--- src/rtl/blsa_pkg.sv ---
// Shared types, constants and helper functions for the block-linear swizzle address unit.
package blsa_pkg;

    // Image and coordinate field widths
    localparam int X_W   = 14;
    localparam int Y_W   = 14;
    localparam int Z_W   = 11;
    localparam int W_W   = 15;
    localparam int H_W   = 15;
    localparam int D_W   = 12;
    localparam int RBH_W = 8;
    localparam int PB_W  = 5;
    localparam int LEN_W = 48;
    localparam int OFF_W = 48;

    // Stream and config port widths
    localparam int S_DATA_W  = 40;   // 39 payload bits padded to bytes
    localparam int M_DATA_W  = 96;
    localparam int CFG_IDX_W = 3;
    localparam int CFG_DAT_W = 48;

    // Limits on the configuration that still allow copying
    localparam int DIM_CMP_W = 17;
    localparam int MAX_DIM   = 16384;
    localparam int MAX_DEPTH = 2048;

    // GOB geometry: 64 bytes x 8 lines = 512 bytes
    localparam int GOB_W_LG     = 6;
    localparam int GOB_H_LG     = 3;
    localparam int GOB_BYTES_LG = 9;

    // Block height in GOBs, power of two, clamped
    localparam int MAX_BLOCK_GOBS = 16;
    localparam int BH_LG_MAX      = $clog2(MAX_BLOCK_GOBS);
    localparam int BH_LG_W        = $clog2(BH_LG_MAX + GOB_H_LG + 1);
    localparam int GOB_IDX_W      = BH_LG_MAX;

    // Pipeline depth, output register included
    localparam int STAGES = 5;

    typedef enum logic [CFG_IDX_W-1:0] {
        REG_IMAGE_WIDTH        = 3'd0,
        REG_IMAGE_HEIGHT       = 3'd1,
        REG_IMAGE_DEPTH        = 3'd2,
        REG_REQ_BLOCK_HEIGHT   = 3'd3,
        REG_PIXEL_BYTES        = 3'd4,
        REG_SOURCE_LENGTH      = 3'd5,
        REG_DESTINATION_LENGTH = 3'd6,
        REG_DIRECTION          = 3'd7
    } blsa_reg_t;

    typedef struct packed {
        logic [W_W-1:0]   image_width;
        logic [H_W-1:0]   image_height;
        logic [D_W-1:0]   image_depth;
        logic [RBH_W-1:0] requested_block_height;
        logic [PB_W-1:0]  pixel_bytes;
        logic [LEN_W-1:0] source_length;
        logic [LEN_W-1:0] destination_length;
        logic             direction;
    } blsa_cfg_t;

    // log2 of the effective block height: smallest power of two not below the
    // request, zero and one both give one GOB, clamped to MAX_BLOCK_GOBS
    function automatic logic [BH_LG_W-1:0] block_height_log2(input logic [RBH_W-1:0] req);
        logic [BH_LG_W-1:0] lg;
        lg = '0;
        for (int i = 1; i <= BH_LG_MAX; i++) begin
            if (req > (RBH_W'(1) << (i - 1))) begin
                lg = BH_LG_W'(i);
            end
        end
        return lg;
    endfunction

endpackage

--- src/rtl/blsa_datapath.sv ---
// Five-stage datapath: linear and block-linear offsets plus the copy bound check.
module blsa_datapath
    import blsa_pkg::*;
#(
    parameter int OFFSET_BITS = 48
) (
    input  logic              aclk,
    input  blsa_cfg_t         cfg,
    input  logic [STAGES-1:0] stage_load,
    input  logic [X_W-1:0]    pixel_x,
    input  logic [Y_W-1:0]    pixel_y,
    input  logic [Z_W-1:0]    slice_z,
    output logic [OFF_W-1:0]  linear_offset,
    output logic [OFF_W-1:0]  swizzled_offset,
    output logic              copy_ok
);

    localparam logic [OFF_W-1:0] OMASK = (OFFSET_BITS >= OFF_W) ? {OFF_W{1'b1}} :
        OFF_W'((64'(1) << OFFSET_BITS) - 64'(1));

    // stage 1: row bytes, padded line count, partial linear index, x in bytes
    logic [BH_LG_W-1:0]   lg;
    logic [BH_LG_W-1:0]   bl_lg;
    logic [19:0]          row;
    logic [20:0]          wg_sum;
    logic [15:0]          lines_sum;
    logic                 ok1;
    logic [W_W-1:0]       s1_width_gobs_reg, s1_width_gobs_next;
    logic [15:0]          s1_lines_reg, s1_lines_next;
    logic [25:0]          s1_zh_reg, s1_zh_next;
    logic [18:0]          s1_xb_reg, s1_xb_next;
    logic [Y_W-1:0]       s1_yblk_reg, s1_yblk_next;
    logic [GOB_IDX_W-1:0] s1_ygob_reg, s1_ygob_next;
    logic [2:0]           s1_ylow_reg;
    logic [BH_LG_W-1:0]   s1_lg_reg;
    logic [X_W-1:0]       s1_x_reg;
    logic [Z_W-1:0]       s1_z_reg;
    logic                 s1_ok_reg;

    always_comb begin
        lg     = block_height_log2(cfg.requested_block_height);
        bl_lg  = lg + BH_LG_W'(GOB_H_LG);
        row    = 20'(cfg.image_width) * 20'(cfg.pixel_bytes);
        wg_sum = 21'(row) + 21'((1 << GOB_W_LG) - 1);
        s1_width_gobs_next = wg_sum[20:GOB_W_LG];
        lines_sum = 16'(cfg.image_height) + ((16'(1) << bl_lg) - 16'(1));
        s1_lines_next = (lines_sum >> bl_lg) << bl_lg;
        s1_zh_next = 26'(slice_z) * 26'(cfg.image_height) + 26'(pixel_y);
        s1_xb_next = 19'(pixel_x) * 19'(cfg.pixel_bytes);
        s1_yblk_next = pixel_y >> bl_lg;
        s1_ygob_next = GOB_IDX_W'(pixel_y >> GOB_H_LG)
                     & ((GOB_IDX_W'(1) << lg) - GOB_IDX_W'(1));
        ok1 = (cfg.image_width != '0) && (cfg.image_height != '0)
           && (cfg.image_depth != '0) && (cfg.pixel_bytes != '0)
           && (DIM_CMP_W'(cfg.image_width) <= DIM_CMP_W'(MAX_DIM))
           && (DIM_CMP_W'(cfg.image_height) <= DIM_CMP_W'(MAX_DIM))
           && (DIM_CMP_W'(cfg.image_depth) <= DIM_CMP_W'(MAX_DEPTH))
           && (W_W'(pixel_x) < cfg.image_width)
           && (H_W'(pixel_y) < cfg.image_height)
           && (D_W'(slice_z) < cfg.image_depth);
    end

    // stage 2: slice size, linear pixel index, block row base in GOB columns
    logic [20:0]          pitch;
    logic [36:0]          s2_slice_reg, s2_slice_next;
    logic [40:0]          s2_zhw_reg, s2_zhw_next;
    logic [28:0]          s2_brow_reg, s2_brow_next;
    logic [18:0]          s2_xb_reg;
    logic [GOB_IDX_W-1:0] s2_ygob_reg;
    logic [2:0]           s2_ylow_reg;
    logic [BH_LG_W-1:0]   s2_lg_reg;
    logic [Z_W-1:0]       s2_z_reg;
    logic                 s2_ok_reg;

    always_comb begin
        pitch         = {s1_width_gobs_reg, {GOB_W_LG{1'b0}}};
        s2_slice_next = 37'(pitch) * 37'(s1_lines_reg);
        s2_zhw_next   = 41'(s1_zh_reg) * 41'(cfg.image_width) + 41'(s1_x_reg);
        s2_brow_next  = 29'(s1_yblk_reg) * 29'(s1_width_gobs_reg);
    end

    // stage 3: slice base, linear offset, address inside the slice
    logic [29:0]         gsum;
    logic [8:0]          low9;
    logic [OFF_W-1:0]    s3_zs_reg, s3_zs_next;
    logic [45:0]         s3_lin_reg, s3_lin_next;
    logic [OFF_W-1:0]    s3_gob_reg, s3_gob_next;
    logic                s3_ok_reg;

    always_comb begin
        s3_zs_next  = OFF_W'(s2_z_reg) * OFF_W'(s2_slice_reg);
        s3_lin_next = 46'(s2_zhw_reg) * 46'(cfg.pixel_bytes);
        gsum = 30'(s2_brow_reg) + 30'(s2_xb_reg >> GOB_W_LG);
        // sub-GOB interleave: 32B half, line pair, 16B quarter, odd line, byte
        low9 = {s2_xb_reg[5], s2_ylow_reg[2:1], s2_xb_reg[4], s2_ylow_reg[0],
                s2_xb_reg[3:0]};
        // block index and GOB index sit above disjoint bit ranges, so OR joins them
        s3_gob_next = (OFF_W'(gsum) << (GOB_BYTES_LG + int'(s2_lg_reg)))
                    | (OFF_W'(s2_ygob_reg) << GOB_BYTES_LG)
                    | OFF_W'(low9);
    end

    // stage 4: full swizzled offset, offset masking, linear end address
    logic [OFF_W-1:0] s4_swz_reg, s4_swz_next;
    logic [OFF_W-1:0] s4_lin_reg, s4_lin_next;
    logic [OFF_W:0]   s4_lin_end_reg, s4_lin_end_next;
    logic             s4_ok_reg;

    always_comb begin
        s4_swz_next     = (s3_zs_reg + s3_gob_reg) & OMASK;
        s4_lin_next     = OFF_W'(s3_lin_reg) & OMASK;
        s4_lin_end_next = (OFF_W + 1)'(s4_lin_next) + (OFF_W + 1)'(cfg.pixel_bytes);
    end

    // stage 5 (output register): bound check against the buffers
    logic [OFF_W:0]   swz_end;
    logic [LEN_W-1:0] lin_len;
    logic [LEN_W-1:0] swz_len;
    logic             ok_next;
    logic [OFF_W-1:0] s5_lin_reg;
    logic [OFF_W-1:0] s5_swz_reg;
    logic             s5_ok_reg;

    always_comb begin
        swz_end = (OFF_W + 1)'(s4_swz_reg) + (OFF_W + 1)'(cfg.pixel_bytes);
        lin_len = cfg.direction ? cfg.destination_length : cfg.source_length;
        swz_len = cfg.direction ? cfg.source_length : cfg.destination_length;
        ok_next = s4_ok_reg
               && (s4_lin_end_reg <= (OFF_W + 1)'(lin_len))
               && (swz_end <= (OFF_W + 1)'(swz_len));
    end

    always_ff @(posedge aclk) begin
        if (stage_load[0]) begin
            s1_width_gobs_reg <= s1_width_gobs_next;
            s1_lines_reg      <= s1_lines_next;
            s1_zh_reg         <= s1_zh_next;
            s1_xb_reg         <= s1_xb_next;
            s1_yblk_reg       <= s1_yblk_next;
            s1_ygob_reg       <= s1_ygob_next;
            s1_ylow_reg       <= pixel_y[2:0];
            s1_lg_reg         <= lg;
            s1_x_reg          <= pixel_x;
            s1_z_reg          <= slice_z;
            s1_ok_reg         <= ok1;
        end
        if (stage_load[1]) begin
            s2_slice_reg <= s2_slice_next;
            s2_zhw_reg   <= s2_zhw_next;
            s2_brow_reg  <= s2_brow_next;
            s2_xb_reg    <= s1_xb_reg;
            s2_ygob_reg  <= s1_ygob_reg;
            s2_ylow_reg  <= s1_ylow_reg;
            s2_lg_reg    <= s1_lg_reg;
            s2_z_reg     <= s1_z_reg;
            s2_ok_reg    <= s1_ok_reg;
        end
        if (stage_load[2]) begin
            s3_zs_reg  <= s3_zs_next;
            s3_lin_reg <= s3_lin_next;
            s3_gob_reg <= s3_gob_next;
            s3_ok_reg  <= s2_ok_reg;
        end
        if (stage_load[3]) begin
            s4_swz_reg     <= s4_swz_next;
            s4_lin_reg     <= s4_lin_next;
            s4_lin_end_reg <= s4_lin_end_next;
            s4_ok_reg      <= s3_ok_reg;
        end
        if (stage_load[4]) begin
            s5_lin_reg <= s4_lin_reg;
            s5_swz_reg <= s4_swz_reg;
            s5_ok_reg  <= ok_next;
        end
    end

    assign linear_offset   = s5_lin_reg;
    assign swizzled_offset = s5_swz_reg;
    assign copy_ok         = s5_ok_reg;

endmodule

--- config.mk ---
export PLATFORM = sky130hd
export DESIGN_NAME = blsa_datapath
export DESIGN_NICKNAME = d
export VERILOG_FILES = /design/src/rtl/blsa_pkg.sv /design/src/rtl/blsa_datapath.sv
export SDC_FILE = /design/constraint.sdc
export NUM_CORES = 2
export LEC_CHECK = 0
export ABC_AREA = 1
export BUFFER_PORTS_ARGS = -buffer_cell sky130_fd_sc_hd__clkbuf_2
export CORE_ASPECT_RATIO = 1.1
export CORE_MARGIN = 4
export CORE_UTILIZATION = 33
export CTS_BUF_LIST = sky130_fd_sc_hd__clkbuf_4 sky130_fd_sc_hd__clkbuf_8 sky130_fd_sc_hd__clkbuf_16
export DETAILED_ROUTE_END_ITERATION = 7
export GPL_TIMING_DRIVEN = 0
export HOLD_SLACK_MARGIN = 0.06
export PLACE_DENSITY = 0.58
export SYNTH_ARGS = -nofsm -noshare
export SYNTH_HDL_FRONTEND = slang
export SYNTH_SLANG_ARGS = --single-unit
--- constraint.sdc ---
create_clock -name aclk -period 5.4 [get_ports aclk]
set_input_delay 0.27 -clock aclk [delete_from_list [all_inputs] [get_ports aclk]]
set_output_delay 0.27 -clock aclk [all_outputs]
set_load 0.005 [all_outputs]
==> impl_metrics.yaml <==
drt:
  drc: 0
  met1_length_um: 125000
  num_vias: 75100
  first_pass_iters: 8
  routed_via_density: 4.85
  route.met2.wl_um: 138000
  drtAntennaViolNets: 0
  met3_length_um: 18100
  routedWlPerCell_um: 19.0
  drtIter0Drc: 5450
  wl_um: 294000
  highest_layer: "met5"
logic_synthesis:
  synth.largest_area_cell: "fa_1"
  yosys.cell_types.count: 66
  synth_warnings: 0
  synthFlopType: "edfxtp_1"
  netlist_area_mm2: 0.0905
  syn_area_per_cell_um2: 8.24
  synthArstFlopShare_pct: 0
  synth_edf_count: 642
  synth_top_family_by_area: "adder cells"
  synthCells: 11000
  synth_xor_area_share_pct: 3.51
  synth-seq-cells: 642
  synth-adder-area-share_pct: 38.6
  synth_simple_gate_area_share_pct: 18.1
  synth_top_area_share_pct: 27.6
  synth_area_leaders: "fa_1, edfxtp_1, nand2_1, ha_1, inv_1"
  synth-compound-area-share_pct: 6.05
  yosysSeqAreaShare_pct: 21.3
  muxShareOfSynthArea_pct: 0.0996
sta:
  fmax_mhz: 172
  rsz0062_at_grt: "yes"
  finalSetupViolations: 64
  min_period_ps: 5830
  drv_slew: 0
  period_share_pct: 108
  setup_ws_ps: -429
  worst_pin_slew_ps: 1220
  relSlewSlack_pct: 18.0
  skew_ps: 43.0
  hold_viol: 0
clock_network:
  root_buffer: "clkbuf_16"
  cts.sinks: 642
  numCtsBuffers: 77
  clkTransAtPathRegs_ps: 60
  cts_tree: "done"
  htreeDepth: 3
  clock_latency_ps: 710
  cts.path.max_buffers: 3
placed_design:
  place_congestion: 0.972
  hpwl_um: 239000
  portBuffers: 280
floorplan:
  rows: 201
  die_w_um: 507
  num_io_pins: 294
  die_area_mm2: 0.283
  die_height_um: 557
  coreArea_mm2: 0.273
  start_util_pct: 33.2
min_path:
  hp-start: "pixel_x[13]"
  hold_depth: 1
  hold_class: "input pin to flip-flop"
setup_path:
  required_ps: 5820
  reg2regPathDepth: 23
  cp_max_fo: 5
  rr_startpoint: "s1_zh_reg[9]"
  setup.worst_path.start: "s1_zh_reg[9]"
  endpoint_kind: "flip-flop"
  critical_path_class: "flip-flop to flip-flop"
  cp.arrival_ps: 6250
  crit_path_start_kind: "flip-flop"
cells_and_area:
  layout-drive-gt1-share_pct: 15.1
  nets: 14000
  most-common-layout-cells: "nand2_1, inv_1, fa_1, ha_1, edfxtp_1"
  layout_commonest_cell: "nand2_1"
  fill_cells: 27500
  area_growth_pct: 19.7
  fin_util_pct: 39.7
global_route:
  grt_pass1_wl_um: 449000
  antenna_found_initial: 24
  grt_max_degree: 117
  overflow: 0
  grt_pass1_vias: 76600
  track_usage_pct: 20.5
status:
  status: "finished, violations left"
  violations: "setup timing"
run:
  drv_cap: 0
==> cells in the mapped netlist, types with 3 or more instances <==
| cell | count |
|---|---|
| o211ai_1 | 26 |
| a21oi_1 | 372 |
| buf_2 | 11 |
| a211oi_1 | 7 |
| o21ai_0 | 306 |
| nor2_4 | 9 |
| o21bai_1 | 39 |
| nand3_1 | 461 |
| nand2_2 | 8 |
| and3_1 | 10 |
| ha_1 | 801 |
| nor2_1 | 409 |
| nor4_1 | 30 |
| nand2_1 | 2867 |
| xnor2_1 | 126 |
| a31oi_1 | 51 |
| a21boi_0 | 9 |
| o21bai_2 | 3 |
| o21ai_2 | 8 |
| nor2_2 | 10 |
| nand3b_1 | 14 |
| and2_1 | 3 |
| a21oi_2 | 6 |
| o21a_1 | 20 |
| or2_1 | 3 |
| buf_1 | 14 |
| a31o_2 | 6 |
| mux2i_1 | 9 |
| nand4_1 | 85 |
| a21o_1 | 33 |
| o221ai_1 | 14 |
| a221oi_1 | 11 |
| nor3_2 | 6 |
| fa_1 | 1246 |
| o31ai_1 | 4 |
| o21ai_1 | 30 |
| o2111ai_1 | 8 |
| inv_1 | 2573 |
| nand3_2 | 7 |
| clkbuf_1 | 333 |
| edfxtp_1 | 642 |
| inv_2 | 5 |
| xor2_1 | 237 |
| nor3_1 | 74 |
==> cell type report <==
class | instances | area, um2 | area share [%]
clock inverter | 61 | 739 | 0.683
antenna | 9 | 22.5 | 0.0208
tap | 3654 | 4570 | 4.22
inverter | 2581 | 9700 | 8.95
timing repair buffer | 712 | 5510 | 5.08
clock buffer | 82 | 1960 | 1.81
multi-input combinational | 7392 | 64000 | 59.1
buffer | 346 | 2510 | 2.32
sequential | 642 | 19300 | 17.8
==> worst paths after layout <==
kind	to	slack (ps)
worst max-delay path	s2_zhw_reg[34]	-430
worst min-delay path	s1_x_reg[13]	130
worst max register to register	s2_zhw_reg[34]	-430
worst min register to register	s2_xb_reg[8]	410
==> logic make-up (layout without fill, tap and decap cells) <==
logic type / count (synthesis) / count (layout)
AND/OR/NAND/NOR: 4010 / 4010
buffers and inverters: 2942 / 3782
adder cells (fa/ha/maj): 2047 / 2047
AO/OA/AOI/OAI: 961 / 961
flip-flops: 642 / 642
XOR/XNOR: 363 / 363
multiplexers: 9 / 9
other: 1 / 11
==> timing repair <==
action                                  CTS  global route
pin swaps                               220           308
gates cloned                              6             4
endpoints found under the setup margin  104           116
setup buffers                           253           142
resized for setup                       829           624
hold buffers                             32             0
hold endpoints to repair                134             0
==> layer usage <==
metal	GRT usage [%]	up-vias
met5	0	-
li1	-	35200
met4	7.74	12
met2	34.3	2447
met1	26.7	36900
met3	2.99	574
==> critical path: stages (launching register included) <==
cell       delay, ps
edfxtp_1         480
buf_6            170
clkbuf_16        160
nand2_4           50
fa_1             510
inv_2             40
fa_1             470
fa_1             600
fa_2             440
fa_1             500
inv_1             60
fa_1             510
inv_2             60
ha_4             270
a21oi_4          190
o21ai_4          100
a211oi_4         310
o21ai_4          120
nand2_1           90
inv_2             60
o21ai_2          120
nand2_1           70
nand2_1           80
nand2_2           80
==> per-stage QoR <==
stage	setup TNS (ps)	std cells	cell area, um2	setup WS (ps)	hold slack [ps]
final	-15690	15500	108000	-429	133
after floorplan	-22.7	11000	90700	-22.7	369
after global routing	-26740	15500	108000	-611	112
after CTS	-12040	15300	105000	-433	74.7
after global placement	-86590	14900	96700	-1660	401
after detailed placement	-89220	14900	96800	-1650	405
Power is left out: the tool's default activity adds up to more than one toggle a clock period on the data nets, which glitch-free logic cannot reach.
