## src/rtl/blsa_pkg.sv

```systemverilog
// Shared types, constants and helper functions for the block-linear swizzle address unit.
package blsa_pkg;

    // Image and coordinate field widths
    localparam int X_W   = 14;
    localparam int Y_W   = 14;
    localparam int Z_W   = 11;
    localparam int W_W   = 15;
    localparam int H_W   = 15;
    localparam int D_W   = 12;
    localparam int RBH_W = 8;
    localparam int PB_W  = 5;
    localparam int LEN_W = 48;
    localparam int OFF_W = 48;

    // Stream and config port widths
    localparam int S_DATA_W  = 40;   // 39 payload bits padded to bytes
    localparam int M_DATA_W  = 96;
    localparam int CFG_IDX_W = 3;
    localparam int CFG_DAT_W = 48;

    // Limits on the configuration that still allow copying
    localparam int DIM_CMP_W = 17;
    localparam int MAX_DIM   = 16384;
    localparam int MAX_DEPTH = 2048;

    // GOB geometry: 64 bytes x 8 lines = 512 bytes
    localparam int GOB_W_LG     = 6;
    localparam int GOB_H_LG     = 3;
    localparam int GOB_BYTES_LG = 9;

    // Block height in GOBs, power of two, clamped
    localparam int MAX_BLOCK_GOBS = 16;
    localparam int BH_LG_MAX      = $clog2(MAX_BLOCK_GOBS);
    localparam int BH_LG_W        = $clog2(BH_LG_MAX + GOB_H_LG + 1);
    localparam int GOB_IDX_W      = BH_LG_MAX;

    // Pipeline depth, output register included
    localparam int STAGES = 5;

    typedef enum logic [CFG_IDX_W-1:0] {
        REG_IMAGE_WIDTH        = 3'd0,
        REG_IMAGE_HEIGHT       = 3'd1,
        REG_IMAGE_DEPTH        = 3'd2,
        REG_REQ_BLOCK_HEIGHT   = 3'd3,
        REG_PIXEL_BYTES        = 3'd4,
        REG_SOURCE_LENGTH      = 3'd5,
        REG_DESTINATION_LENGTH = 3'd6,
        REG_DIRECTION          = 3'd7
    } blsa_reg_t;

    typedef struct packed {
        logic [W_W-1:0]   image_width;
        logic [H_W-1:0]   image_height;
        logic [D_W-1:0]   image_depth;
        logic [RBH_W-1:0] requested_block_height;
        logic [PB_W-1:0]  pixel_bytes;
        logic [LEN_W-1:0] source_length;
        logic [LEN_W-1:0] destination_length;
        logic             direction;
    } blsa_cfg_t;

    // log2 of the effective block height: smallest power of two not below the
    // request, zero and one both give one GOB, clamped to MAX_BLOCK_GOBS
    function automatic logic [BH_LG_W-1:0] block_height_log2(input logic [RBH_W-1:0] req);
        logic [BH_LG_W-1:0] lg;
        lg = '0;
        for (int i = 1; i <= BH_LG_MAX; i++) begin
            if (req > (RBH_W'(1) << (i - 1))) begin
                lg = BH_LG_W'(i);
            end
        end
        return lg;
    endfunction

endpackage

```

## src/rtl/blsa_pipe_ctrl.sv

```systemverilog
// Per-stage valid tracking and back-pressure for the address pipeline.
module blsa_pipe_ctrl
    import blsa_pkg::*;
(
    input  logic              aclk,
    input  logic              aresetn,
    input  logic              s_tvalid,
    output logic              s_tready,
    output logic              m_tvalid,
    input  logic              m_tready,
    output logic [STAGES-1:0] stage_load
);

    logic [STAGES-1:0] valid_reg;
    logic [STAGES-1:0] valid_next;
    logic [STAGES:0]   rdy;

    // A stage takes new data when it is empty or its successor moves on,
    // so bubbles close up behind a stalled output
    always_comb begin
        rdy[STAGES] = m_tready;
        for (int i = STAGES - 1; i >= 0; i--) begin
            rdy[i] = !valid_reg[i] || rdy[i + 1];
        end
        for (int i = 0; i < STAGES; i++) begin
            if (rdy[i]) begin
                valid_next[i] = (i == 0) ? s_tvalid : valid_reg[(i == 0) ? 0 : i - 1];
            end else begin
                valid_next[i] = valid_reg[i];
            end
        end
    end

    assign stage_load = rdy[STAGES-1:0];
    assign s_tready   = rdy[0];
    assign m_tvalid   = valid_reg[STAGES-1];

    always_ff @(posedge aclk) begin
        if (!aresetn) begin
            valid_reg <= '0;
        end else begin
            valid_reg <= valid_next;
        end
    end

endmodule

```

## config.mk

```make
export PLATFORM = sky130hd
export DESIGN_NAME = blsa_pipe_ctrl
export DESIGN_NICKNAME = d
export VERILOG_FILES = /design/src/rtl/blsa_pkg.sv /design/src/rtl/blsa_pipe_ctrl.sv
export SDC_FILE = /design/constraint.sdc
export NUM_CORES = 1
export LEC_CHECK = 0
export ABC_AREA = 1
export BUFFER_PORTS_ARGS = -buffer_cell sky130_fd_sc_hd__buf_4
export CORE_AREA = 2 2 39 41
export DETAILED_ROUTE_END_ITERATION = 8
export DIE_AREA = 0 0 41 43
export PLACE_DENSITY_LB_ADDON = 0.25
export SKIP_CTS_REPAIR_TIMING = 1
export SLEW_MARGIN = 20
export SYNTH_ARGS = -nofsm -noshare
export SYNTH_HDL_FRONTEND = slang
export SYNTH_SLANG_ARGS = --single-unit
```

## constraint.sdc

```tcl
create_clock -name aclk -period 0.9 [get_ports aclk]
set_input_delay 0.135 -clock aclk [delete_from_list [all_inputs] [get_ports aclk]]
set_output_delay 0.135 -clock aclk [all_outputs]
set_load 0.005 [all_outputs]
```

==> results of run 1 <==
## synthesized netlist by cell type
library cell	count
inv_1	7
a21oi_1	3
o21a_1	1
nand2_1	1
nor2_4	1
buf_4	1
nand2_2	1
a21oi_2	1
dfxtp_1	5
nand3_2	2
## critical path, cell delays in order (launching register included)
cell     delay, ns
dfxtp_2       0.34
nand3_4       0.09
nor2_4        0.16
nand3_4       0.11
buf_6         0.13
## stage by stage
step	utilization, %	setup slack (ns)
after floorplan	-	-0.0616
after global placement	23.1	-0.0975
after detailed placement	23.1	-0.0921
after CTS	25.0	-0.344
after global routing	29.0	-0.366
final	29.0	-0.296
## area by class of cell
type	count	area (sq um)	area share (%)
Clock buffer	4	26.3	6.54
Inverter	7	26.3	6.54
Multi-Input combinational cell	10	87.6	21.8
Sequential cell	5	103	25.5
Tap cell	16	20.0	4.98
Timing Repair Buffer	16	139	34.6
## kinds of logic after synthesis
| kind of cell | synth area share (%) |
|---|---|
| AND/OR/NAND/NOR | 20.0 |
| flip-flops | 48.5 |
| AO/OA/AOI/OAI | 15.2 |
| buffers and inverters | 16.4 |
## power groups by stage
| stage | registers [mW] | clock network, mW | logic (mW) |
|---|---|---|---|
| detailed placement | 0.238 | 0 | 0.0280 |
| CTS | 0.234 | 0.268 | 0.0281 |
| global placement | 0.238 | 0 | 0.0282 |
| global route | 0.237 | 0.287 | 0.0323 |
| floorplan | 0.238 | 0 | 0.0131 |
| finish | 0.236 | 0.257 | 0.0287 |
## layout by cell type, fill, tap and decap left out
cell and n:
clkbuf_1 1, inv_1 7, a21oi_1 3, clkbuf_4 3, dfxtp_2 2, nor2_4 1, buf_6 5, buf_4 11
nand2_1 1, o21a_1 1, nand2_2 1, a21oi_2 1, nand3_4 2, dfxtp_1 3
## metal layers
metal	vias up	routed length, um
met1	87	179
met5	-	0
met3	0	74
li1	108	-
met4	0	0
met2	15	188
## worst min path at each step
stage,endpoint,from,slack (ns),cells after the start
after CTS,valid_reg[2]$_SDFFE_PN0P_,aresetn,0.10,2
after floorplan,valid_reg[2]$_SDFFE_PN0P_,aresetn,0.25,1
after detailed placement,valid_reg[2]$_SDFFE_PN0P_,aresetn,0.35,2
after global routing,valid_reg[2]$_SDFFE_PN0P_,aresetn,0.1,2
final,valid_reg[2]$_SDFFE_PN0P_,aresetn,0.11,2
after global placement,valid_reg[2]$_SDFFE_PN0P_,aresetn,0.36,2
==> impl_metrics.tcl, run 1 <==
set metrics [dict create \
    status "finished with violations" \
    violations "setup timing" \
    die_h_um 43 \
    root_buffer "clkbuf_4" \
    internal_power_uw 413 \
    rr_worst_depth 6 \
    antenna_cells 0 \
    finalCritPeriodShare_pct 133 \
    layout_setup_ws_ns -0.296 \
    port_buffers 10 \
    fin_cells 58 \
    timing.hold.ws_ns 0.109 \
    core_area_sq_um 1380 \
    fp.dieArea_sq_um 1760 \
    placedCellCount 50 \
    dp_hpwl_um 297 \
    cts_buffers 3 \
    netlist_area_sq_um 206 \
    path_clk_slew_ns 0.04 \
    synth.area.top_cells "dfxtp_1, inv_1, nand3_2, a21oi_1, nor2_4" \
    finalSetupTns_ns -1.98 \
    slew_headroom_pct 88.3 \
    grtUsageTotal_pct 5.24 \
    grt_pass1_vias 137 \
    wl_per_cell_um 7.62 \
    use_met3_pct 6.28 \
    end_kind "output pin" \
    drv_slew 0 \
    required_ns 0.76 \
    ios 11 \
    cts_tree "done" \
    min_path_type "input port to flop" \
    p_sw_share_pct 20.8 \
    synthDominantAreaCellType "dfxtp_1" \
    ir_drop_mv 0.975 \
    grt.overflow.total 0 \
    antenna_found_initial 0 \
    tightest_slew_ns 0.175 \
    start_util_pct 14.9 \
    final_area_sq_um 402 \
    via_per_inst 3.62 \
    use_met2_pct 5.00 \
    combPwrFrac_pct 5.5 \
    drive_gt1_share_pct 61.9 \
    cp_max_fo 4 \
    power_density_nw_per_um2 1300 \
    seqPwrFrac_pct 45.3 \
    syn_nets 27 \
    use_met1_pct 6.82 \
    synth.distinct_cells 10 \
    clock-sinks 5 \
    total_power_uw 522 \
    gp_congestion 0.559 \
    crit_end "s_tready" \
    grt_max_degree 5 \
    num-fill-cells 148 \
    dieWidth_um 41 \
    criticalPathCategory "flop to output pin" \
    wl_um 442 \
    cap_violations 0 \
    ys_warn_count 0 \
    clockBufferDepth 2 \
    htreeDepth 1 \
    p_sw_uw 108 \
    synth_cells 23 \
    clock_skew_ns 0.00200 \
    synth_area_per_cell_sq_um 8.98 \
    std_cell_rows 14 \
    clock_latency_ns 0.24 \
    grt-busiest-layer "met1" \
    drtIter0Drc 4 \
    cp-startpoint "valid_reg[4]$_SDFFE_PN0P_" \
    largest_reg_flops 5 \
    p_clk_share_pct 49.2 \
    seq_area_frac_synth_pct 48.5 \
    arrival_ns 1.06 \
    firstDrtPassIters 2 \
    yosysTopAreaCellShare_pct 48.5 \
    setup_violations 8 \
    fmax_mhz 836 \
    ff2ff_setup_slack_ns -0.21 \
    grt_pass1_wl_um 558 \
    finalNetCount 47 \
    rsz0062_at_grt "true" \
    ant_nets 0 \
    vias 210 \
    reg2reg_to "valid_reg[0]$_SDFFE_PN0P_" \
    placed_area_sq_um 319 \
    area_growth_pct 94.5 \
    remaining_drc_errors 0 \
    leakage_nw 0.169 \
    hold_viol_final 0 \
    ys_ff_latch 5 \
    start_kind "flop" \
    reg2reg_from "valid_reg[4]$_SDFFE_PN0P_" \
    period_needed_ns 1.20 \
]
(Power assumes the default switching activity.)
==> run 2, diff against run 1 <==
- BUFFER_PORTS_ARGS: -buffer_cell sky130_fd_sc_hd__buf_4 -> default
- DONT_BUFFER_PORTS: default -> 1
==> run 2 against run 1 <==
Against the previous run: the flow still finishes with violations (setup timing); hold slack lost 0.093 ns; cell area decreased by 28%; critical path depth down 1; sequential power about the same; global-route usage down 0.11 points; power is 1.6% lower; clock power about the same; register-to-register slack better by 0.23 ns; clock-buffer cell count did not move; non-clock buffer count is 13 lower; via count is 21% lower; critical path type unchanged; critical endpoint is now stage_load[0]; largest power group unchanged; highest routed layer unchanged.
==> impl_metrics.tcl, run 2 (same netlist as run 1, synthesis figures left out) <==
set metrics [dict create \
    status "finished with violations" \
    violations "setup timing" \
    hold_viol_final 0 \
    fmax_mhz 928 \
    gp_congestion 0.540 \
    drive_gt1_share_pct 48.3 \
    ir_drop_mv 0.791 \
    htreeDepth 1 \
    reg2reg_to "valid_reg[0]$_SDFFE_PN0P_" \
    power_density_nw_per_um2 1780 \
    die_h_um 43 \
    num-fill-cells 161 \
    crit_path_max_incr_delay_ns 0.34 \
    layout_setup_ws_ns -0.177 \
    grt_pass1_vias 149 \
    wl_per_cell_um 8.53 \
    seq_area_sq_um 103 \
    ios 11 \
    crit_end "stage_load[0]" \
    timing.hold.ws_ns 0.0164 \
    finalNetCount 34 \
    cp-startpoint "valid_reg[4]$_SDFFE_PN0P_" \
    seqPwrFrac_pct 45.9 \
    setup_violations 6 \
    clock_skew_ns 0.00794 \
    dp_hpwl_um 292 \
    root_buffer "clkbuf_4" \
    worst_path_most_repeated_cell "nand3_4" \
    path_clk_slew_ns 0.05 \
    grtUsageTotal_pct 5.13 \
    clockBufferDepth 2 \
    dieWidth_um 41 \
    crit_path_cell_trace "nand3_4 > nor2_4 > nand3_4" \
    antenna_cells 0 \
    ff2ff_setup_slack_ns 0.02 \
    fp.dieArea_sq_um 1760 \
    crit_buf_inv 0 \
    vias 165 \
    internal_power_uw 405 \
    slew_headroom_pct 88.5 \
    clock-sinks 5 \
    firstDrtPassIters 2 \
    cp_slowest_cell "dfxtp_2" \
    tightest_slew_ns 0.173 \
    path_delay_family "simple AND/OR/NAND/NOR gates" \
    grt_max_degree 5 \
    mostFrequentLayoutCell "inv_1" \
    path_depth 3 \
    end_kind "output pin" \
    criticalPathCategory "flop to output pin" \
    min_path_type "input port to flop" \
    drtIter0Drc 1 \
    final_core_util_pct 20.9 \
    cts_tree "done" \
    cts_buffers 3 \
    clock_latency_ns 0.24 \
    p_sw_share_pct 21.2 \
    start_kind "flop" \
    rr_worst_depth 4 \
    combPwrFrac_pct 3.8 \
    grt.overflow.total 0 \
    core_area_sq_um 1380 \
    leakage_nw 0.103 \
    cap_violations 0 \
    cp_max_fo 4 \
    largest_reg_flops 5 \
    required_ns 0.76 \
    final_cell_mix "inv_1, clkbuf_4, buf_4, dfxtp_1" \
    reg2reg_from "valid_reg[4]$_SDFFE_PN0P_" \
    multi_input_area_sq_um 91.3 \
    p_clk_share_pct 50.3 \
    p_sw_uw 109 \
    drv_slew 0 \
    std_cell_rows 14 \
    rsz0062_at_grt "true" \
    arrival_ns 0.94 \
    post-place-ws_ns -0.0188 \
    ant_nets 0 \
    antenna_found_initial 0 \
    remaining_drc_errors 0 \
    grt_pass1_wl_um 531 \
    area_growth_pct 40.0 \
    port_buffers 0 \
    wl_um 384 \
    start_util_pct 14.9 \
    period_needed_ns 1.08 \
    placed_area_sq_um 244 \
    via_per_inst 3.67 \
    finalCritPeriodShare_pct 120 \
    final_area_sq_um 289 \
    total_power_uw 513 \
]
-- run 2: per-layer routing --
layer / up-vias / part of all wire (%) / global-route usage [%]
met5: - / 0 / 0
met4: 0 / 0 / 2.00
met3: 0 / 19 / 8.38
met2: 15 / 40 / 5.63
met1: 67 / 41 / 4.52
li1: 83 / - / -
-- run 2: cell type report --
cell class / count / share of cell area (%)
clock buffers: 4 / 9.09
inverters: 7 / 9.09
multi-input cells: 10 / 31.6
flip-flops and latches: 5 / 35.5
well taps: 16 / 6.93
repair buffers: 3 / 7.79
-- run 2: power groups by stage --
stage / clock, mW / sequential [mW] / combinational (mW)
after floorplan: 0 / 0.238 / 0.0131
after global placement: 0 / 0.238 / 0.0153
after detailed placement: 0 / 0.239 / 0.0162
after CTS: 0.270 / 0.234 / 0.0163
after global routing: 0.286 / 0.236 / 0.0214
final: 0.258 / 0.236 / 0.0193
-- run 2: worst min path at each step --
stage                           endpoint  slack [ns]  startpoint  cells after the start
3_3_place_gp   valid_reg[2]$_SDFFE_PN0P_        0.26     aresetn                      1
3_5_place_dp   valid_reg[2]$_SDFFE_PN0P_        0.27     aresetn                      1
5_1_grt        valid_reg[2]$_SDFFE_PN0P_       0.006     aresetn                      1
2_1_floorplan  valid_reg[2]$_SDFFE_PN0P_        0.25     aresetn                      1
4_1_cts        valid_reg[2]$_SDFFE_PN0P_        0.01     aresetn                      1
6_report       valid_reg[2]$_SDFFE_PN0P_        0.02     aresetn                      1
-- run 2: per-stage QoR --
| stage | std cells | TNS, ns |
|---|---|---|
| after CTS | 44 | -0.938 |
| after global placement | 40 | 0 |
| after floorplan | 23 | -0.0616 |
| after global routing | 45 | -1.17 |
| final | 45 | -0.758 |
| after detailed placement | 40 | -0.0188 |
==> run 3, diff against run 2 <==
- CTS_BUF_LIST: default -> sky130_fd_sc_hd__clkbuf_8
==> run 3 against run 2 <==
Against the previous run: cell count stayed put; largest cell class unchanged; sequential share of layout area is 2.2 points lower; hold slack better by 0.026 ns; critical path type unchanged; worst setup slack better by 0.027 ns; clock power is 55% higher; fmax is 2.6% higher; die area stayed put; the flow still finishes with violations (setup timing); critical path depth stayed put.
==> impl_metrics.tcl, run 3 (same netlist as run 1, synthesis figures left out) <==
set metrics [dict create \
    worstHoldStart "aresetn" \
    p_clk_share_pct 61.0 \
    ios 11 \
    cap_violations 0 \
    reg2reg_from "valid_reg[4]$_SDFFE_PN0P_" \
    ant_nets 0 \
    whs_endpoint "valid_reg[2]$_SDFFE_PN0P_" \
    largest_reg_flops 5 \
    placed_area_sq_um 244 \
    ir_drop_mv 0.915 \
    cp_max_fo 4 \
    status "finished with violations" \
    period_needed_ns 1.05 \
    firstDrtPassIters 1 \
    mostFrequentLayoutCell "inv_1" \
    final_core_util_pct 22.2 \
    dieWidth_um 41 \
    fmax_mhz 952 \
    hold_depth 1 \
    port_buffers 0 \
    die_h_um 43 \
    core_area_sq_um 1380 \
    layout_setup_ws_ns -0.150 \
    root_buffer "clkbuf_8" \
    crit_path_cell_trace "nand3_4 > nor2_4 > nand3_4" \
    gp_congestion 0.540 \
    crit_buf_inv 0 \
    via_per_inst 3.62 \
    grt_pass1_vias 150 \
    path_clk_slew_ns 0.04 \
    remaining_drc_errors 0 \
    slew_headroom_pct 88.2 \
    post-place-ws_ns -0.0188 \
    clock_latency_ns 0.22 \
    leakage_nw 0.115 \
    end_kind "output pin" \
    power_density_nw_per_um2 2130 \
    grtUsageTotal_pct 5.23 \
    p_sw_share_pct 19.1 \
    violations "setup timing" \
    clock-sinks 5 \
    start_util_pct 14.9 \
    seqPwrFrac_pct 36.1 \
    reg2reg_to "valid_reg[1]$_SDFFE_PN0P_" \
    internal_power_uw 530 \
    fp.dieArea_sq_um 1760 \
    wl_um 385 \
    setup_violations 6 \
    grt.overflow.total 0 \
    final_cell_mix "inv_1, clkbuf_8, buf_4, dfxtp_1" \
    hold_viol_final 0 \
    clock_skew_ns 0.00447 \
    rr_worst_depth 4 \
    cts_tree "done" \
    cts_buffers 3 \
    htreeDepth 1 \
    drv_slew 0 \
    antenna_found_initial 0 \
    dp_hpwl_um 292 \
    required_ns 0.76 \
    start_kind "flop" \
    antenna_cells 0 \
    ff2ff_setup_slack_ns 0.02 \
    criticalPathCategory "flop to output pin" \
    num-fill-cells 158 \
    rsz0062_at_grt "true" \
    final_area_sq_um 308 \
    crit_path_max_incr_delay_ns 0.34 \
    worst_path_most_repeated_cell "nand3_4" \
    clockBufferDepth 2 \
    drtIter0Drc 0 \
    arrival_ns 0.92 \
    min_path_type "input port to flop" \
    wl_per_cell_um 8.56 \
    finalCritPeriodShare_pct 117 \
    path_delay_family "simple AND/OR/NAND/NOR gates" \
    std_cell_rows 14 \
    combPwrFrac_pct 2.9 \
    area_growth_pct 49.1 \
    drive_gt1_share_pct 48.3 \
    tightest_slew_ns 0.177 \
    vias 163 \
    cp_slowest_cell "dfxtp_2" \
    grt_max_degree 5 \
    grt_pass1_wl_um 545 \
    p_sw_uw 125 \
    finalNetCount 34 \
]
run 3: per-stage QoR:
step / hold WS (ns) / setup TNS [ns] / cells / power, mW
2_1_floorplan: 0.253 / -0.0616 / 23 / 0.251
3_3_place_gp: 0.258 / 0 / 40 / 0.253
3_5_place_dp: 0.266 / -0.0188 / 40 / 0.255
4_1_cts: 0.0403 / -0.744 / 44 / 0.659
5_1_grt: 0.0376 / -0.945 / 45 / 0.686
6_report: 0.0425 / -0.594 / 45 / 0.655
run 3: how the worst max path moves through the flow:
stage / from / endpoint / slack (ns) / cells past startpoint
2_1_floorplan: valid_reg[4]$_SDFFE_PN0P_ / stage_load[0] / -0.06 / 4
3_3_place_gp: valid_reg[3]$_SDFFE_PN0P_ / valid_reg[0]$_SDFFE_PN0P_ / 0.008 / 4
3_5_place_dp: valid_reg[3]$_SDFFE_PN0P_ / valid_reg[0]$_SDFFE_PN0P_ / -0.02 / 4
4_1_cts: valid_reg[3]$_SDFFE_PN0P_ / stage_load[0] / -0.19 / 3
5_1_grt: valid_reg[4]$_SDFFE_PN0P_ / s_tready / -0.20 / 3
6_report: valid_reg[4]$_SDFFE_PN0P_ / stage_load[0] / -0.15 / 3
run 3: worst reg2reg max path, delay by kind of cell (launching register included):
family / cells / cell delay, ns
DFF: 1 / 0.34
and+or+nand+nor: 3 / 0.34
AOI/OAI and AO/OA: 1 / 0.13
run 3: area by class of cell:
cell class	instances	area (sq um)	share of cell area, %
clock buffers	3	41.3	13.4
clock inverters	1	3.75	1.22
inverters	7	26.3	8.54
multi-input cells	10	91.3	29.7
flip-flops and latches	5	103	33.3
well taps	16	20.0	6.50
repair buffers	3	22.5	7.32
run 3: metal layers:
layer	up-vias	wire, um	GRT usage, %	part of all wire [%]
met1	66	169	4.84	44
met2	15	146	5.63	38
met3	0	70	8.38	18
met5	-	0	0	0
li1	82	-	-	-
met4	0	0	2.00	0
run 3: power groups by stage:
stage	Sequential [mW]	Combinational [mW]	Clock, mW
after floorplan	0.238	0.0131	0
after detailed placement	0.239	0.0162	0
after global routing	0.237	0.0214	0.428
final	0.237	0.0193	0.399
after CTS	0.235	0.0163	0.408
after global placement	0.238	0.0153	0
