### config.mk
export PLATFORM = sky130hd
export DESIGN_NAME = blsa_cfg
export DESIGN_NICKNAME = d
export VERILOG_FILES = /design/src/rtl/blsa_pkg.sv /design/src/rtl/blsa_cfg.sv
export SDC_FILE = /design/constraint.sdc
export NUM_CORES = 1
export LEC_CHECK = 0
export ABC_AREA = 1
export BUFFER_PORTS_ARGS = -buffer_cell sky130_fd_sc_hd__buf_2
export CAP_MARGIN = 5
export CORE_MARGIN = 3
export CORE_UTILIZATION = 54
export CTS_CLUSTER_SIZE = 20
export DETAILED_ROUTE_END_ITERATION = 8
export PLACE_DENSITY = 0.82
export SYNTH_ARGS = -nofsm -noshare
export SYNTH_HDL_FRONTEND = slang
export SYNTH_SLANG_ARGS = --single-unit
### constraint.sdc
create_clock -name aclk -period 1.94 [get_ports aclk]
set_clock_uncertainty 0.15 [all_clocks]
set_input_delay 0.194 -clock aclk [delete_from_list [all_inputs] [get_ports aclk]]
set_output_delay 0.194 -clock aclk [all_outputs]
set_load 0.01 [all_outputs]
### src/rtl/blsa_pkg.sv
// Shared types, constants and helper functions for the block-linear swizzle address unit.
package blsa_pkg;

    // Image and coordinate field widths
    localparam int X_W   = 14;
    localparam int Y_W   = 14;
    localparam int Z_W   = 11;
    localparam int W_W   = 15;
    localparam int H_W   = 15;
    localparam int D_W   = 12;
    localparam int RBH_W = 8;
    localparam int PB_W  = 5;
    localparam int LEN_W = 48;
    localparam int OFF_W = 48;

    // Stream and config port widths
    localparam int S_DATA_W  = 40;   // 39 payload bits padded to bytes
    localparam int M_DATA_W  = 96;
    localparam int CFG_IDX_W = 3;
    localparam int CFG_DAT_W = 48;

    // Limits on the configuration that still allow copying
    localparam int DIM_CMP_W = 17;
    localparam int MAX_DIM   = 16384;
    localparam int MAX_DEPTH = 2048;

    // GOB geometry: 64 bytes x 8 lines = 512 bytes
    localparam int GOB_W_LG     = 6;
    localparam int GOB_H_LG     = 3;
    localparam int GOB_BYTES_LG = 9;

    // Block height in GOBs, power of two, clamped
    localparam int MAX_BLOCK_GOBS = 16;
    localparam int BH_LG_MAX      = $clog2(MAX_BLOCK_GOBS);
    localparam int BH_LG_W        = $clog2(BH_LG_MAX + GOB_H_LG + 1);
    localparam int GOB_IDX_W      = BH_LG_MAX;

    // Pipeline depth, output register included
    localparam int STAGES = 5;

    typedef enum logic [CFG_IDX_W-1:0] {
        REG_IMAGE_WIDTH        = 3'd0,
        REG_IMAGE_HEIGHT       = 3'd1,
        REG_IMAGE_DEPTH        = 3'd2,
        REG_REQ_BLOCK_HEIGHT   = 3'd3,
        REG_PIXEL_BYTES        = 3'd4,
        REG_SOURCE_LENGTH      = 3'd5,
        REG_DESTINATION_LENGTH = 3'd6,
        REG_DIRECTION          = 3'd7
    } blsa_reg_t;

    typedef struct packed {
        logic [W_W-1:0]   image_width;
        logic [H_W-1:0]   image_height;
        logic [D_W-1:0]   image_depth;
        logic [RBH_W-1:0] requested_block_height;
        logic [PB_W-1:0]  pixel_bytes;
        logic [LEN_W-1:0] source_length;
        logic [LEN_W-1:0] destination_length;
        logic             direction;
    } blsa_cfg_t;

    // log2 of the effective block height: smallest power of two not below the
    // request, zero and one both give one GOB, clamped to MAX_BLOCK_GOBS
    function automatic logic [BH_LG_W-1:0] block_height_log2(input logic [RBH_W-1:0] req);
        logic [BH_LG_W-1:0] lg;
        lg = '0;
        for (int i = 1; i <= BH_LG_MAX; i++) begin
            if (req > (RBH_W'(1) << (i - 1))) begin
                lg = BH_LG_W'(i);
            end
        end
        return lg;
    endfunction

endpackage

### src/rtl/blsa_cfg.sv
// Configuration register file for the block-linear swizzle address unit.
module blsa_cfg
    import blsa_pkg::*;
(
    input  logic                 aclk,
    input  logic                 aresetn,
    input  logic                 cfg_valid,
    output logic                 cfg_ready,
    input  logic [CFG_IDX_W-1:0] cfg_index,
    input  logic [CFG_DAT_W-1:0] cfg_data,
    output blsa_cfg_t            cfg
);

    blsa_cfg_t cfg_reg;
    blsa_cfg_t cfg_next;

    assign cfg_ready = 1'b1;
    assign cfg       = cfg_reg;

    always_comb begin
        cfg_next = cfg_reg;
        if (cfg_valid) begin
            unique case (blsa_reg_t'(cfg_index))
                REG_IMAGE_WIDTH:        cfg_next.image_width = cfg_data[W_W-1:0];
                REG_IMAGE_HEIGHT:       cfg_next.image_height = cfg_data[H_W-1:0];
                REG_IMAGE_DEPTH:        cfg_next.image_depth = cfg_data[D_W-1:0];
                REG_REQ_BLOCK_HEIGHT:   cfg_next.requested_block_height = cfg_data[RBH_W-1:0];
                REG_PIXEL_BYTES:        cfg_next.pixel_bytes = cfg_data[PB_W-1:0];
                REG_SOURCE_LENGTH:      cfg_next.source_length = cfg_data[LEN_W-1:0];
                REG_DESTINATION_LENGTH: cfg_next.destination_length = cfg_data[LEN_W-1:0];
                REG_DIRECTION:          cfg_next.direction = cfg_data[0];
                default:                cfg_next = cfg_reg;
            endcase
        end
    end

    always_ff @(posedge aclk) begin
        if (!aresetn) begin
            cfg_reg.image_width            <= '0;
            cfg_reg.image_height           <= '0;
            cfg_reg.image_depth            <= '0;
            cfg_reg.requested_block_height <= RBH_W'(1);
            cfg_reg.pixel_bytes            <= PB_W'(4);
            cfg_reg.source_length          <= '0;
            cfg_reg.destination_length     <= '0;
            cfg_reg.direction              <= 1'b0;
        end else begin
            cfg_reg <= cfg_next;
        end
    end

endmodule

==> impl_results.md, run 1 <==
* Outcome: completed
* Critical path's slowest cell: dfxtp_1
* I/O pin total at between 200 and 250
* Area added between synthesis and finish at 33.9%
* Flops & latches, synth at 152
* Max frequency at around 800 MHz
* Die span in y at 112 microns
* Type of destination of the critical path: output pin
* Clock Path Buffers at 2
* Antenna diodes at 0
* Final hold violations at 0
* Die Area at roughly 13,000 sq um
* Final wirelength at 17.6 mm
* Final net count at between 1,000 and 1,500
* Critical path origin: cfg[85]$_SDFFE_PN0P_
* Peak supply drop at 0.000625 V
* Setup TNS at 0 ps
* TritonCTS sink count at 152
* Share of cells above drive strength 1 at 22.7%
* DRC at 0
* CP top delay family: flip-flops
* Worst stage delay on the critical path at between 300 and 400 ps
* Worst Path Arrival at 920 ps
* Post-synthesis sequential area ratio at between 50% and 60%
* TritonRoute pass-1 iters at 5
* Reg2reg path depth at 2
* Clk_lat worst skew at 410 ps
* Reg2reg end: cfg[81]$_SDFFE_PN0P_
* Yosys Warn Count at 0
* Dpl hpwl at 10.7 mm
* Worst reg2reg startpoint: cfg[81]$_SDFFE_PN0P_
* Final Cycle Share at 65.1%
* GPL Wtd Cong at 0.813
* RSZ-0062 raised after global routing: false
* Synth unique cells at 13
* Crit-path max FO at 2
* Most frequent cells in the layout: nor2_1 (305), buf_2 (204), nand2_1 (159)
* Hold Crit Depth at 5
* GRT Util Overall at between 20% and 30%
* Max reg flops at 152
* Slew @ Worst Pin at about 560 ps
* Max_cap viols at 0
* Initial antenna violation count at 0
* Post-CTS sizing at 0
* Power Total at 7.21 mW
* Iteration-0 DRC Markers at 743
* Hold Path Class: in2reg
* Hold-fix buffers, CTS at 35
* Final setup fails at 0
* CTS root buffer: clkbuf_16
* Post-CTS setup buffer count at 0
* Worst path cell trace: buf_2
* R2R Setup Slk at 1170 ps
* Synth area leaders: dfxtp_1 (50%), nor2_1 (19%), nand3_1 (12%)
* Period minus WS final at ~1300 ps
* Vias per inst at 5.03
* Htree depth at 4
* Worst slew margin at 62.8%
* CTS Buf Count at 17
* Hold Path Sink: cfg[63]$_SDFFE_PN0P_
* Largest net degree at the start of global routing at 97
* Grt total ovfl at 0
* Startpoint types: flip-flop
* Hold path start: cfg_data[14]
* Post-Syn Area at just over 6000 sq um
* I/O Buffers at 205
* Clock-pin slew on the worst setup and hold paths at 60 ps
* CTS tree: built
* Drt wl/cell at 14.0 microns
* Vias at about 6,300
* Required time of the worst setup path at roughly 1600 ps
* Cells after Synth at just under 900
* Synth top area share at 50.1%
* CORE AREA at 10,900 sq um
* Fin. max-slew vios at 0
* Vias in the first global route at 5,780
* Avg Cell Area, Syn at 6.82 sq um
* Post-Syn Nets at 944
* Number of buffer and inverter stages on the critical path at 1
* Initial Utilization at 55.5%
* Die W at 112 microns
* Worst setup path class: reg2out
* Fill count at 878
* Rows at 38
* Post-synth top area cell: dfxtp_1
* Post-DRT Antenna Nets at 0
* Pwr Density at approximately 890 nW/um^2
* First-pass GRT wire length at between 20 and 30 mm
* Leak at 4.13 nW
* Most common library cell in the layout ignoring fill and taps: nor2_1
-- per-stage QoR --
| stage | worst slack [ps] | cells | utilization, % | hold slack [ps] | area (sq um) |
|---|---|---|---|---|---|
| detailed placement | 405 | 1190 | 66.0 | 274 | 7220 |
| CTS | 666 | 1256 | 74.3 | 2.61 | 8130 |
| finish | 677 | 1256 | 74.3 | 13.5 | 8130 |
| floorplan | 761 | 890 | - | 170 | 6070 |
| global route | 630 | 1256 | 74.3 | 17.0 | 8130 |
| global placement | 412 | 1190 | 66.0 | 270 | 7220 |
-- power breakdown --
part	internal, mW	total (mW)	switching (mW)	leakage (nW)
registers	3.23	3.29	0.0554	1.24
logic	0.320	0.823	0.502	2.62
clock network	1.93	3.09	1.16	0.272
total	5.48	7.21	1.72	4.13
-- cell usage after synthesis, drive strengths merged --
master	n
clkbuf	17
nand2	159
nor2	312
nand3	151
o21ai	2
dfxtp	152
inv	54
conb	1
buf	42
-- metal layers --
| metal | GRT usage [%] | routed length, microns |
|---|---|---|
| met5 | 0 | 0 |
| met4 | 13.9 | 642 |
| met3 | 7.39 | 1420 |
| met2 | 45.4 | 8450 |
| met1 | 34.5 | 7100 |
-- logic make-up after synthesis --
family / synth area share, %
AND/OR/NAND/NOR: 41.7
flip-flops: 50.1
buffers and inverters: 7.97
AO/OA/AOI/OAI: 0.165
other: 0.0618
-- worst max-delay path by stage --
stage / end / slack, ps / cells after the start
finish: cfg[85] / 680 / 1
CTS: cfg[61] / 670 / 1
global route: cfg[150] / 630 / 1
floorplan: cfg[111]$_SDFFE_PN0P_ / 760 / 7
detailed placement: cfg[22]$_SDFFE_PN0P_ / 410 / 7
global placement: cfg[22]$_SDFFE_PN0P_ / 410 / 7
-- final cells by class --
cell class | instances | area [sq um] | share of cell area [%]
clock buffer | 29 | 520 | 6.40
clock inverter | 2 | 35.0 | 0.431
inverter | 54 | 203 | 2.49
multi-input combinational | 625 | 2580 | 31.7
sequential | 152 | 3040 | 37.4
tap | 140 | 175 | 2.16
timing repair buffer | 254 | 1570 | 19.3
No activity file was read; power rests on OpenSTA's default activity.
==> inputs of run 2 (changes only) <==
--- a/config.mk
+++ b/config.mk
@@ -9,10 +9,10 @@
 export BUFFER_PORTS_ARGS = -buffer_cell sky130_fd_sc_hd__buf_2
 export CAP_MARGIN = 5
 export CORE_MARGIN = 3
-export CORE_UTILIZATION = 54
+export CORE_UTILIZATION = 50
 export CTS_CLUSTER_SIZE = 20
 export DETAILED_ROUTE_END_ITERATION = 8
-export PLACE_DENSITY = 0.82
+export PLACE_DENSITY = 0.77
 export SYNTH_ARGS = -nofsm -noshare
 export SYNTH_HDL_FRONTEND = slang
 export SYNTH_SLANG_ARGS = --single-unit
==> constraint.sdc (replaced) <==
create_clock -name aclk -period 1.2 [get_ports aclk]
set_clock_uncertainty 0.15 [all_clocks]
set_input_delay 0.12 -clock aclk [delete_from_list [all_inputs] [get_ports aclk]]
set_output_delay 0.12 -clock aclk [all_outputs]
set_load 0.01 [all_outputs]
==> impl_results.md, run 2 (synthesis gave the netlist of run 1 again) <==
* Max frequency at 821 MHz
* Worst Path Arrival at 950 ps (was 920 ps)
* Max_cap viols at 0 (unchanged)
* Final setup fails at 1 (was 0)
* Clock share of power at 44.2% (was 42.9%)
* Vias at 6,526 (was 6,313)
* Dpl hpwl at 11.7 mm (was 10.7 mm)
* NetSw at 2.95 mW (was 1.72 mW)
* Antenna diodes at 0 (unchanged)
* Die Area at 13,500 sq um (was 12,600 sq um)
* Initial Utilization at 52.1% (was 55.5%)
* Util after Layout at 73.8% (was 74.3%)
* Hold Path Class: in2reg (unchanged)
* Initial antenna violation count at 0 (unchanged)
* Period minus WS final at about 1200 ps
* Largest net degree at the start of global routing at 40 (was 97)
* CP top delay family: flip-flops (unchanged)
* CTS Buf Count at 17 (unchanged)
* Die span in y at 116 microns (was 112 microns)
* Worst stage delay on the critical path at 360 ps (about the same)
* Peak supply drop at 0.00113 V (was 0.000625 V)
* Grt total ovfl at 0 (unchanged)
* Critical path's slowest cell: dfxtp_1 (unchanged)
* Area added between synthesis and finish at 41.8% (was 33.9%)
* Number of buffer and inverter stages on the critical path at 1 (unchanged)
* Placed Area at 7470 sq um (was 7220 sq um)
* TritonRoute pass-1 iters at 5 (unchanged)
* Type of destination of the critical path: output pin (unchanged)
* Max reg flops at 152 (unchanged)
* Startpoint types: flip-flop (unchanged)
* Vias per inst at 5.08 (was 5.03)
* Final worst setup slack at -17.8 ps (was 677 ps)
* Die W at 116 microns (was 112 microns)
* Grt peak-use layer: met2 (unchanged)
* Hold path start: cfg_data[3] (was cfg_data[14])
* Post-DRT Antenna Nets at 0 (unchanged)
* Outcome: complete, but fails checks (was completed)
* I/O pin total at 207 (unchanged)
* First-pass GRT wire length at 29.0 mm (was 28.3 mm)
* Iteration-0 DRC Markers at 742 (was 743)
* Worst setup path class: reg2out (unchanged)
* Share of cells above drive strength 1 at 28.1% (was 22.7%)
* Pwr Density at 1410 nW/um^2 (was 887 nW/um^2)
* GRT Util Overall at 27.3% (was 28.0%)
* Most frequent cells in the layout: nor2_1 (305), buf_2 (189), nand2_1 (159) (was nor2_1 (305), buf_2 (204), nand2_1 (159))
* Met3 usage at 8.13% (was 7.39%)
* Final net count at 1,183 (was 1,158)
* Clock Path Buffers at 2 (unchanged)
* Vias in the first global route at 5,893 (was 5,780)
* GPL Wtd Cong at 0.847 (was 0.813)
* Rows at 39 (was 38)
* Fill count at 908 (was 878)
* Clock-pin slew on the worst setup and hold paths at 60 ps (about the same)
* Required time of the worst setup path at 930 ps (was 1600 ps)
* Final Cycle Share at 101%
* Worst reg2reg startpoint: cfg[84]$_SDFFE_PN0P_ (was cfg[81]$_SDFFE_PN0P_)
* Htree depth at 4 (unchanged)
* Flop pwr share at 43.8% (was 45.6%)
* DRC at 0 (unchanged)
* Critical path origin: cfg[84]$_SDFFE_PN0P_ (was cfg[85]$_SDFFE_PN0P_)
* Switch share at 24.3% (was 23.9%)
* Combinational Power Share at 12.0% (was 11.4%)
* Internal at 9.23 mW (was 5.48 mW)
* Final hold violations at 0 (unchanged)
* Post-CTS setup buffer count at 0 (unchanged)
* Grt met2 use at 43.3% (was 45.4%)
* CTS root buffer: clkbuf_16 (unchanged)
* Cell area after layout at 8610 sq um (was 8130 sq um)
* Clk_lat worst skew at 420 ps (was 410 ps)
* Most common library cell in the layout ignoring fill and taps: nor2_1 (unchanged)
* Grt met1 use at 34.3% (was 34.5%)
* Worst path cell trace: buf_2 (unchanged)
* I/O Buffers at 205 (unchanged)
* Leak at 4.33 nW (was 4.13 nW)
* Worst hold slack at 23.0 ps (was 13.5 ps)
* CORE AREA at 11,700 sq um (was 10,900 sq um)
* TritonCTS sink count at 152 (unchanged)
* Fin. max-slew vios at 0 (unchanged)
* Drt wl/cell at 14.5 microns (was 14.0 microns)
* Crit-path max FO at 2 (unchanged)
* Failing checks: negative setup slack
* Final wirelength at 18.7 mm (was 17.6 mm)
* CTS tree: built (unchanged)
## run 2: layer usage
metal	up-vias	part of all wire, %	wire (microns)
li1	3218	-	-
met2	303	48	8890
met5	-	0	0
met4	0	3.3	624
met1	2954	41	7640
met3	51	8.2	1530
## run 2: worst paths after layout
check	to	slack, ps	cells after the start
setup / recovery	cfg[84]	-20	1
setup reg to reg	cfg[84]$_SDFFE_PN0P_	400	2
hold / removal	cfg[100]$_SDFFE_PN0P_	20	5
hold reg to reg	cfg[60]$_SDFFE_PN0P_	320	2
## run 2: power groups by stage
stage / Clock, mW / Combinational, mW / Sequential [mW]
6_report: 5.39 / 1.46 / 5.33
5_1_grt: 5.67 / 1.61 / 5.35
4_1_cts: 5.42 / 1.42 / 5.32
3_5_place_dp: 0 / 1.31 / 5.42
3_3_place_gp: 0 / 1.29 / 5.42
2_1_floorplan: 0 / 0.664 / 5.50
## run 2: final cells by class
class                      instances  area (sq um)  share of cell area [%]
clock inverter                     8           119                    1.38
clock buffer                      24           472                    5.48
tap                              143           179                    2.08
sequential                       152          3100                    36.0
inverter                          54           204                    2.37
multi-input combinational        625          2580                    30.0
timing repair buffer             279          1950                    22.7
## run 2: stage by stage
step	cells	power, mW	TNS, ps	setup WS, ps
global route	1285	12.6	-91.5	-27.3
global placement	1210	6.71	-1250	-22.0
finish	1285	12.2	-17.8	-17.8
floorplan	890	6.17	0	95.0
detailed placement	1210	6.73	-3440	-71.8
CTS	1285	12.2	0	2.59
## run 2: what timing repair did
item                                    CTS  global route
hold buffers                             43             0
endpoints found under the hold margin   102             0
resized for setup                         4            60
endpoints found under the setup margin    4            80
==> inputs of run 3 (changes only) <==
==> constraint.sdc (replaced) <==
create_clock -name aclk -period 1.2 [get_ports aclk]
set_clock_uncertainty 0.15 [all_clocks]
set_input_delay 0.12 -clock aclk [delete_from_list [all_inputs] [get_ports aclk]]
set_output_delay 0.12 -clock aclk [all_outputs]
set_load 0.02 [all_outputs]
==> impl_results.md, run 3 (synthesis gave the netlist of run 1 again) <==
* Outcome: complete, but fails checks (unchanged)
* Failing checks: negative setup slack (unchanged)
* Clk_lat worst skew at 420 ps (about the same)
* Grt total ovfl at 0 (unchanged)
* Final wirelength at 20.8 mm (was 18.7 mm)
* Dpl hpwl at 11.7 mm (unchanged)
* Worst setup path class: reg2out (unchanged)
* Post-DRT Antenna Nets at 0 (unchanged)
* Max reg flops at 152 (unchanged)
* Period minus WS final at 1220 ps (about the same)
* GPL Wtd Cong at 0.847 (unchanged)
* Vias in the first global route at 6,202 (was 5,893)
* Drt wl/cell at 16.1 microns (was 14.5 microns)
* Grt met2 use at 46.2% (was 43.3%)
* Final hold violations at 0 (unchanged)
* Pwr Density at 1360 nW/um^2 (was 1410 nW/um^2)
* Peak supply drop at 0.00112 V (was 0.00113 V)
* Grt peak-use layer: met2 (unchanged)
* Most frequent cells in the layout: nor2_1 (305), nand2_1 (159), nand3_1 (151) (was nor2_1 (305), buf_2 (189), nand2_1 (159))
* Post-CTS setup buffer count at 0 (unchanged)
* Worst Path Arrival at 950 ps (about the same)
* Met3 usage at 8.29% (was 8.13%)
* Cell area after layout at 9250 sq um (was 8610 sq um)
* Iteration-0 DRC Markers at 878 (was 742)
* Final worst setup slack at -22.9 ps (was -17.8 ps)
* Required time of the worst setup path at 930 ps (about the same)
* First-pass GRT wire length at 30.6 mm (was 29.0 mm)
* Leak at 4.40 nW (was 4.33 nW)
* Final setup fails at 2 (was 1)
* Vias per inst at 5.24 (was 5.08)
* Final net count at 1,183 (unchanged)
* Placed Area at 7470 sq um (unchanged)
* Clock Path Buffers at 2 (unchanged)
* Largest net degree at the start of global routing at 40 (unchanged)
* TritonCTS sink count at 152 (unchanged)
* Die Area at 13,500 sq um (unchanged)
* CTS root buffer: clkbuf_16 (unchanged)
* CTS tree: built (unchanged)
* Grt met1 use at 35.1% (was 34.3%)
* Clock-pin slew on the worst setup and hold paths at 60 ps (about the same)
* Rows at 39 (unchanged)
* Worst path cell trace: buf_4 (was buf_2)
* GRT Util Overall at 28.9% (was 27.3%)
* Vias at 6,727 (was 6,526)
* Util after Layout at 79.3% (was 73.8%)
* CP top delay family: flip-flops (unchanged)
* Worst stage delay on the critical path at 370 ps (was 360 ps)
* Power Total at 12.5 mW (was 12.2 mW)
* TritonRoute pass-1 iters at 7 (was 5)
* DRC at 0 (unchanged)
* Area added between synthesis and finish at 52.4% (was 41.8%)
* Final Cycle Share at 102% (was 101%)
* Finished Layout Cells at 1,285 (unchanged)
* Share of cells above drive strength 1 at 34.2% (was 28.1%)
* Type of destination of the critical path: output pin (unchanged)
* Die W at 116 microns (unchanged)
* Antenna diodes at 0 (unchanged)
* Fin. max-slew vios at 0 (unchanged)
* Most common library cell in the layout ignoring fill and taps: nor2_1 (unchanged)
* Initial antenna violation count at 0 (unchanged)
* Initial Utilization at 52.1% (unchanged)
* I/O Buffers at 205 (unchanged)
* CTS Buf Count at 17 (unchanged)
* Crit-path max FO at 2 (unchanged)
* Htree depth at 4 (unchanged)
* Die span in y at 116 microns (unchanged)
* Hold Path Class: in2reg (unchanged)
* I/O pin total at 207 (unchanged)
* Number of buffer and inverter stages on the critical path at 1 (unchanged)
* CORE AREA at 11,700 sq um (unchanged)
* Startpoint types: flip-flop (unchanged)
* Placed cells at 1,210 (unchanged)
* Max_cap viols at 0 (unchanged)
* Critical path's slowest cell: dfxtp_1 (unchanged)
* Worst hold slack at 21.9 ps (was 23.0 ps)
* Max frequency at 818 MHz (was 821 MHz)
## run 3: path summary, 6_finish.rpt
check / endpoint / from / slack (ps) / depth (start not counted)
worst min-delay path: cfg[140]$_SDFFE_PN0P_ / cfg_data[3] / 20 / 5
worst min register to register: cfg[146]$_SDFFE_PN0P_ / cfg[146]$_SDFFE_PN0P_ / 320 / 2
worst max-delay path: cfg[19] / cfg[19]$_SDFFE_PN0P_ / -20 / 1
worst max register to register: cfg[47]$_SDFFE_PN0P_ / cfg[47]$_SDFFE_PN0P_ / 330 / 2
## run 3: report_power, final
group          internal (mW)  switching [mW]  total, mW
Sequential              5.25           0.122       5.38
Combinational          0.743            1.01       1.75
Clock                   3.37            2.04       5.42
## run 3: area by class of cell
| cell class | count | area [sq um] |
|---|---|---|
| Inverter | 54 | 204 |
| Fill cell | 764 | 2410 |
| Clock inverter | 8 | 119 |
| Timing Repair Buffer | 279 | 2510 |
| Multi-Input combinational cell | 625 | 2580 |
| Clock buffer | 24 | 472 |
| Sequential cell | 152 | 3190 |
| Tap cell | 143 | 179 |
## run 3: layer usage
metal | routed length [microns] | part of all wire [%] | vias up
li1 | - | - | 3222
met1 | 7860 | 38 | 3028
met2 | 9960 | 48 | 388
met3 | 1900 | 9.2 | 89
met4 | 1030 | 5.0 | 0
met5 | 0 | 0 | -
## run 3: per-stage QoR
step / TNS (ps) / setup WS, ps
6_report: -33.5 / -22.9
5_1_grt: -137 / -38.9
4_1_cts: 0 / 0.0482
3_5_place_dp: -3440 / -71.8
3_3_place_gp: -1250 / -22.0
2_1_floorplan: 0 / 94.9
## run 3: timing repair
action,CTS,global route
resized for setup,140,193
hold endpoints to repair,102,0
endpoints found under the setup margin,110,153
hold buffers,43,0
